`src/rtl/npq_pkg.sv`:
```
`timescale 1ns / 1ps
// Package of the palette quantizer: shared constants, the beat that travels
// down the cell chain, and the 5-bit to 8-bit channel expansion table.
// No dependencies.
package npq_pkg;

  localparam int unsigned MaxEntries = 256;
  localparam int unsigned ChanW      = 8;
  localparam int unsigned IdxW       = 8;
  localparam int unsigned CntW       = 9;
  localparam int unsigned SqW        = 2 * ChanW;
  localparam int unsigned DistW      = SqW + 2;

  localparam logic FuncWrite   = 1'b0;
  localparam logic FuncConvert = 1'b1;

  // c5 * 255 / 31, rounded down.
  localparam logic [ChanW-1:0] ExpandLut [32] = '{
    8'd0,   8'd8,   8'd16,  8'd24,  8'd32,  8'd41,  8'd49,  8'd57,
    8'd65,  8'd74,  8'd82,  8'd90,  8'd98,  8'd106, 8'd115, 8'd123,
    8'd131, 8'd139, 8'd148, 8'd156, 8'd164, 8'd172, 8'd180, 8'd189,
    8'd197, 8'd205, 8'd213, 8'd222, 8'd230, 8'd238, 8'd246, 8'd255
  };

  typedef struct packed {
    logic             vld;
    logic             func;
    logic [IdxW-1:0]  idx;
    logic [ChanW-1:0] red;
    logic [ChanW-1:0] green;
    logic [ChanW-1:0] blue;
    logic             opaque;
    logic [DistW-1:0] best_dist;
    logic [IdxW-1:0]  best_idx;
  } beat_t;

  typedef struct packed {
    logic [ChanW-1:0] red;
    logic [ChanW-1:0] green;
    logic [ChanW-1:0] blue;
    logic             opaque;
  } entry_t;

endpackage

```
`src/rtl/npq_cell.sv`:
```
`timescale 1ns / 1ps
// One cell of the quantizer chain: holds one palette entry and, over two
// registered steps, folds its distance into the passing pixel beat.
// Depends on npq_pkg.
module npq_cell
  import npq_pkg::*;
(
  input  logic            clk_i,
  input  logic            rst_ni,
  input  logic            en_i,
  input  logic [IdxW-1:0] cell_idx_i,
  input  logic [CntW-1:0] count_i,
  input  logic            skip_first_i,
  input  beat_t           beat_i,
  output beat_t           beat_o
);

  entry_t           entry_q, entry_d;
  beat_t            mid_q, out_q;
  logic             mid_vld_q, out_vld_q;
  logic [SqW-1:0]   sq_q [3];
  logic [SqW-1:0]   sq_d [3];
  logic             elig_q, elig_d;
  logic [ChanW-1:0] diff [3];
  logic [ChanW-1:0] pix  [3];
  logic [ChanW-1:0] ent  [3];
  logic [DistW-1:0] cell_dist;
  beat_t            out_d;

  // A write beat lands in the entry as it enters; earlier pixels are already
  // further down the chain, later ones see the new value.
  always_comb begin
    entry_d = entry_q;
    if (beat_i.vld && beat_i.func == FuncWrite && beat_i.idx == cell_idx_i) begin
      entry_d.red    = beat_i.red;
      entry_d.green  = beat_i.green;
      entry_d.blue   = beat_i.blue;
      entry_d.opaque = beat_i.opaque;
    end
  end

  assign pix[0] = beat_i.red;
  assign pix[1] = beat_i.green;
  assign pix[2] = beat_i.blue;
  assign ent[0] = entry_q.red;
  assign ent[1] = entry_q.green;
  assign ent[2] = entry_q.blue;

  always_comb begin
    for (int c = 0; c < 3; c++) begin
      diff[c] = (pix[c] > ent[c]) ? (pix[c] - ent[c]) : (ent[c] - pix[c]);
      sq_d[c] = SqW'(diff[c]) * SqW'(diff[c]);
    end
    elig_d = entry_q.opaque && ({1'b0, cell_idx_i} < count_i)
             && !(skip_first_i && cell_idx_i == '0);
  end

  assign cell_dist = DistW'(sq_q[0]) + DistW'(sq_q[1]) + DistW'(sq_q[2]);

  always_comb begin
    out_d = mid_q;
    if (mid_q.func == FuncConvert && elig_q && cell_dist < mid_q.best_dist) begin
      out_d.best_dist = cell_dist;
      out_d.best_idx  = cell_idx_i;
    end
  end

  always_ff @(posedge clk_i or negedge rst_ni) begin
    if (!rst_ni) begin
      mid_vld_q <= 1'b0;
      out_vld_q <= 1'b0;
    end else if (en_i) begin
      mid_vld_q <= beat_i.vld;
      out_vld_q <= mid_vld_q;
    end
  end

  always_ff @(posedge clk_i) begin
    if (en_i) begin
      entry_q <= entry_d;
      mid_q   <= beat_i;
      sq_q    <= sq_d;
      elig_q  <= elig_d;
      out_q   <= out_d;
    end
  end

  always_comb begin
    beat_o     = out_q;
    beat_o.vld = out_vld_q;
  end

endmodule

```
`config.mk`:
```
export PLATFORM = sky130hd
export DESIGN_NAME = npq_cell
export DESIGN_NICKNAME = d
export VERILOG_FILES = /design/src/rtl/npq_pkg.sv /design/src/rtl/npq_cell.sv
export SDC_FILE = /design/constraint.sdc
export NUM_CORES = 1
export LEC_CHECK = 0
export BUFFER_PORTS_ARGS = -buffer_cell sky130_fd_sc_hd__buf_2
export CELL_PAD_IN_SITES_DETAIL_PLACEMENT = 2
export CELL_PAD_IN_SITES_GLOBAL_PLACEMENT = 2
export CORE_MARGIN = 10
export CORE_UTILIZATION = 41
export CTS_CLUSTER_DIAMETER = 50
export DETAILED_ROUTE_END_ITERATION = 7
export GPL_ROUTABILITY_DRIVEN = 0
export PLACE_DENSITY = 0.79
export SLEW_MARGIN = 20
export SYNTH_ARGS = -nofsm -noshare
export SYNTH_HDL_FRONTEND = slang
export SYNTH_SLANG_ARGS = --single-unit
```
`constraint.sdc`:
```
create_clock -name clk_i -period 8.9 [get_ports clk_i]
set_clock_uncertainty 0.1 [all_clocks]
set_input_delay 0 -clock clk_i [delete_from_list [all_inputs] [get_ports clk_i]]
set_output_delay 0 -clock clk_i [all_outputs]
set_load 0.1 [all_outputs]
```
==> impl_metrics.tcl <==
set metrics [dict create \
    hold_viol_final 0 \
    preCtsSetupSlack_ns 1.55 \
    seq_area_frac_synth 0.389 \
    drtPass1Iterations 4 \
    via_per_inst 5.18 \
    synth.avg_cell_area_sq_um 11.2 \
    hold_class "in2reg" \
    nNetsFinal 1892 \
    numCtsBuffers 17 \
    hpwl_um 32200 \
    crit_arrival_ns 7.38 \
    postSynthCellCount 1328 \
    max_freq_mhz 138 \
    synth_cell_types 74 \
    setup_viol 0 \
    final_area_sq_mm 0.0174 \
    syn2layout_area_growth_pct 16.9 \
    wl_met2_um 22400 \
    powerDensity_mw_per_mm2 399 \
    postCtsSetupBuffers 0 \
    start_util 0.417 \
    fin_crit_ns 7.27 \
    synth_edf_count 191 \
    wl_met1_um 18500 \
    grt_antenna_before_repair 0 \
    slew_violations 0 \
    die_w_um 210 \
    grt.overflow.total 0 \
    insertion_delay_ns 0.47 \
    met3WireLength_um 1310 \
    rsz0062_at_grt "false" \
    yosysMostFrequentCell "inv_1" \
    finish.utilization 0.488 \
    cts-root-buf "clkbuf_16" \
    placed_area_sq_mm 0.0161 \
    endpoint_kind "register" \
    grtUsageTotal 0.199 \
    rows 69 \
    dieArea_sq_mm 0.0443 \
    grt_pass1_vias 12400 \
    grt_pass1_wl_um 69600 \
    drcViolationCount 0 \
    antenna-diode-count 0 \
    path_max_fanout 9 \
    tightest_slew_ns 1.00 \
    required_ns 9.01 \
    ir_worst_vdd_uv 217 \
    finalSetupTns_ns 0 \
    wire_per_inst_um 21.2 \
    core_area_sq_mm 0.0357 \
    synth_flop_cell "edfxtp_1" \
    maxCapViolations 0 \
    synth-seq-cells 193 \
    cts_max_path_buffers 2 \
    fin_ws_ns 1.63 \
    status "finished clean" \
    criticalPathCategory "reg2reg" \
    drtAntennaViolNets 0 \
    numClockSinks 193 \
    relSlewSlack 0.312 \
    synth_top_cell_by_area "edfxtp_1" \
    vias 10400 \
    synth-async-reset-ratio 0.0104 \
    power_leakage_nw 8.05 \
    ioPinCount 143 \
    timing.final.crit_share 0.817 \
    drt_iter0_markers 466 \
    io_buffer_count 142 \
    ys_warn_count 0 \
    drive_above_1_share 0.153 \
    fp.dieH_um 210 \
    yosysTopAreaCellShare 0.386 \
    grt_max_degree 64 \
    wl_um 42800 \
    top_layer "met4" \
    tritoncts "built" \
    synth_top_cells_by_count "inv_1, edfxtp_1, ha_1, fa_1, nor2_1" \
    cts.clk_slew.worst_paths_ns 0.08 \
    htreeDepth 4 \
    start_kind "register" \
    synth_area_leaders "edfxtp_1, ha_1, fa_1" \
    syn_area_sq_mm 0.0149 \
]
-- layer usage --
metal	up-vias	track usage
met5	-	0
met4	0	0.0477
met3	33	0.0343
met2	174	0.367
met1	5278	0.236
li1	4949	-
-- final timing paths --
check                           from         end  slack (ns)  cells past startpoint
hold / removal             beat_i[9]    mid_q[9]        0.15                      2
max in group asynchronous     rst_ni   out_vld_q        8.28                      3
min in group asynchronous     rst_ni   mid_vld_q        0.29                      3
hold reg to reg            mid_q[43]  beat_o[43]        0.31                      0
setup / recovery             ent[16]    sq_q[47]        1.63                     24
setup reg to reg             ent[16]    sq_q[47]        1.63                     24
-- registers in the layout, indices dropped and copies added (netlist names) --
register   flops
beat_o        60
elig_q         1
ent           24
entry_q        1
mid_q         60
mid_vld_q      1
out_vld_q      1
sq_q          45
-- cells by family (layout without fill, tap and decap cells) --
kind of cell | Yosys count | count (layout) | synth area share
adder cells (fa/ha/maj) | 269 | 269 | 0.275
buffers and inverters | 265 | 488 | 0.0696
AND/OR/NAND/NOR | 244 | 244 | 0.0821
AO/OA/AOI/OAI | 228 | 228 | 0.102
flip-flops | 193 | 193 | 0.389
XOR/XNOR | 82 | 82 | 0.0498
multiplexers | 45 | 45 | 0.0324
other | 2 | 5 | 0.000505
-- area by class of cell --
type | instances | area, sq um
fill | 3648 | 18300
multi-input combinational | 873 | 8070
sequential | 193 | 5790
timing repair buffer | 220 | 1490
inverter | 236 | 886
tap | 461 | 577
clock buffer | 17 | 425
clock inverter | 15 | 150
-- where the power goes --
group | internal [mW] | switching, mW | total (mW)
Combinational | 1.84 | 2.89 | 4.73
Sequential | 1.32 | 0.0968 | 1.42
Clock | 0.373 | 0.407 | 0.779
-- worst max-delay path: stages, from the launching register on --
cell	delay, ns
edfxtp_1	0.36
ha_1	0.18
inv_1	0.06
fa_1	0.39
a21o_1	0.22
a221o_1	0.37
a41oi_2	0.47
mux2i_1	0.27
xor2_1	0.64
or2_1	0.26
inv_1	0.08
fa_1	0.45
fa_1	0.50
ha_1	0.29
inv_1	0.05
fa_1	0.48
inv_1	0.04
ha_1	0.35
a211oi_1	0.37
o21ai_0	0.15
a31oi_1	0.26
o21ai_0	0.18
a21o_1	0.21
a21oi_1	0.19
xnor2_1	0.10
-- through the flow --
stage / hold slack, ns / cells / total power [mW]
5_1_grt: 0.135 / 2015 / 7.60
3_3_place_gp: -0.316 / 1909 / 5.77
6_report: 0.149 / 2015 / 6.93
3_5_place_dp: -0.308 / 1909 / 6.12
2_1_floorplan: -0.396 / 1331 / 4.85
4_1_cts: 0.110 / 2015 / 6.99
-- cell usage in the layout (no fill, tap or decap), types with 21 or more instances in the layout --
cell type,count
a21o_1,41
nor2_1,89
ha_1,172
nand2b_1,21
mux2_2,25
xnor2_1,56
fa_1,97
nand2_1,38
edfxtp_1,191
buf_2,141
dlygate4sd3_1,74
a21oi_1,66
inv_1,233
o21ai_0,44
xor2_1,23
-- what timing repair did --
| action | in CTS | in global routing |
|---|---|---|
| hold endpoints to repair | 150 | 0 |
| gates resized for setup | 0 | 0 |
| hold buffers | 74 | 0 |
No activity file was read; power rests on OpenSTA's default activity.
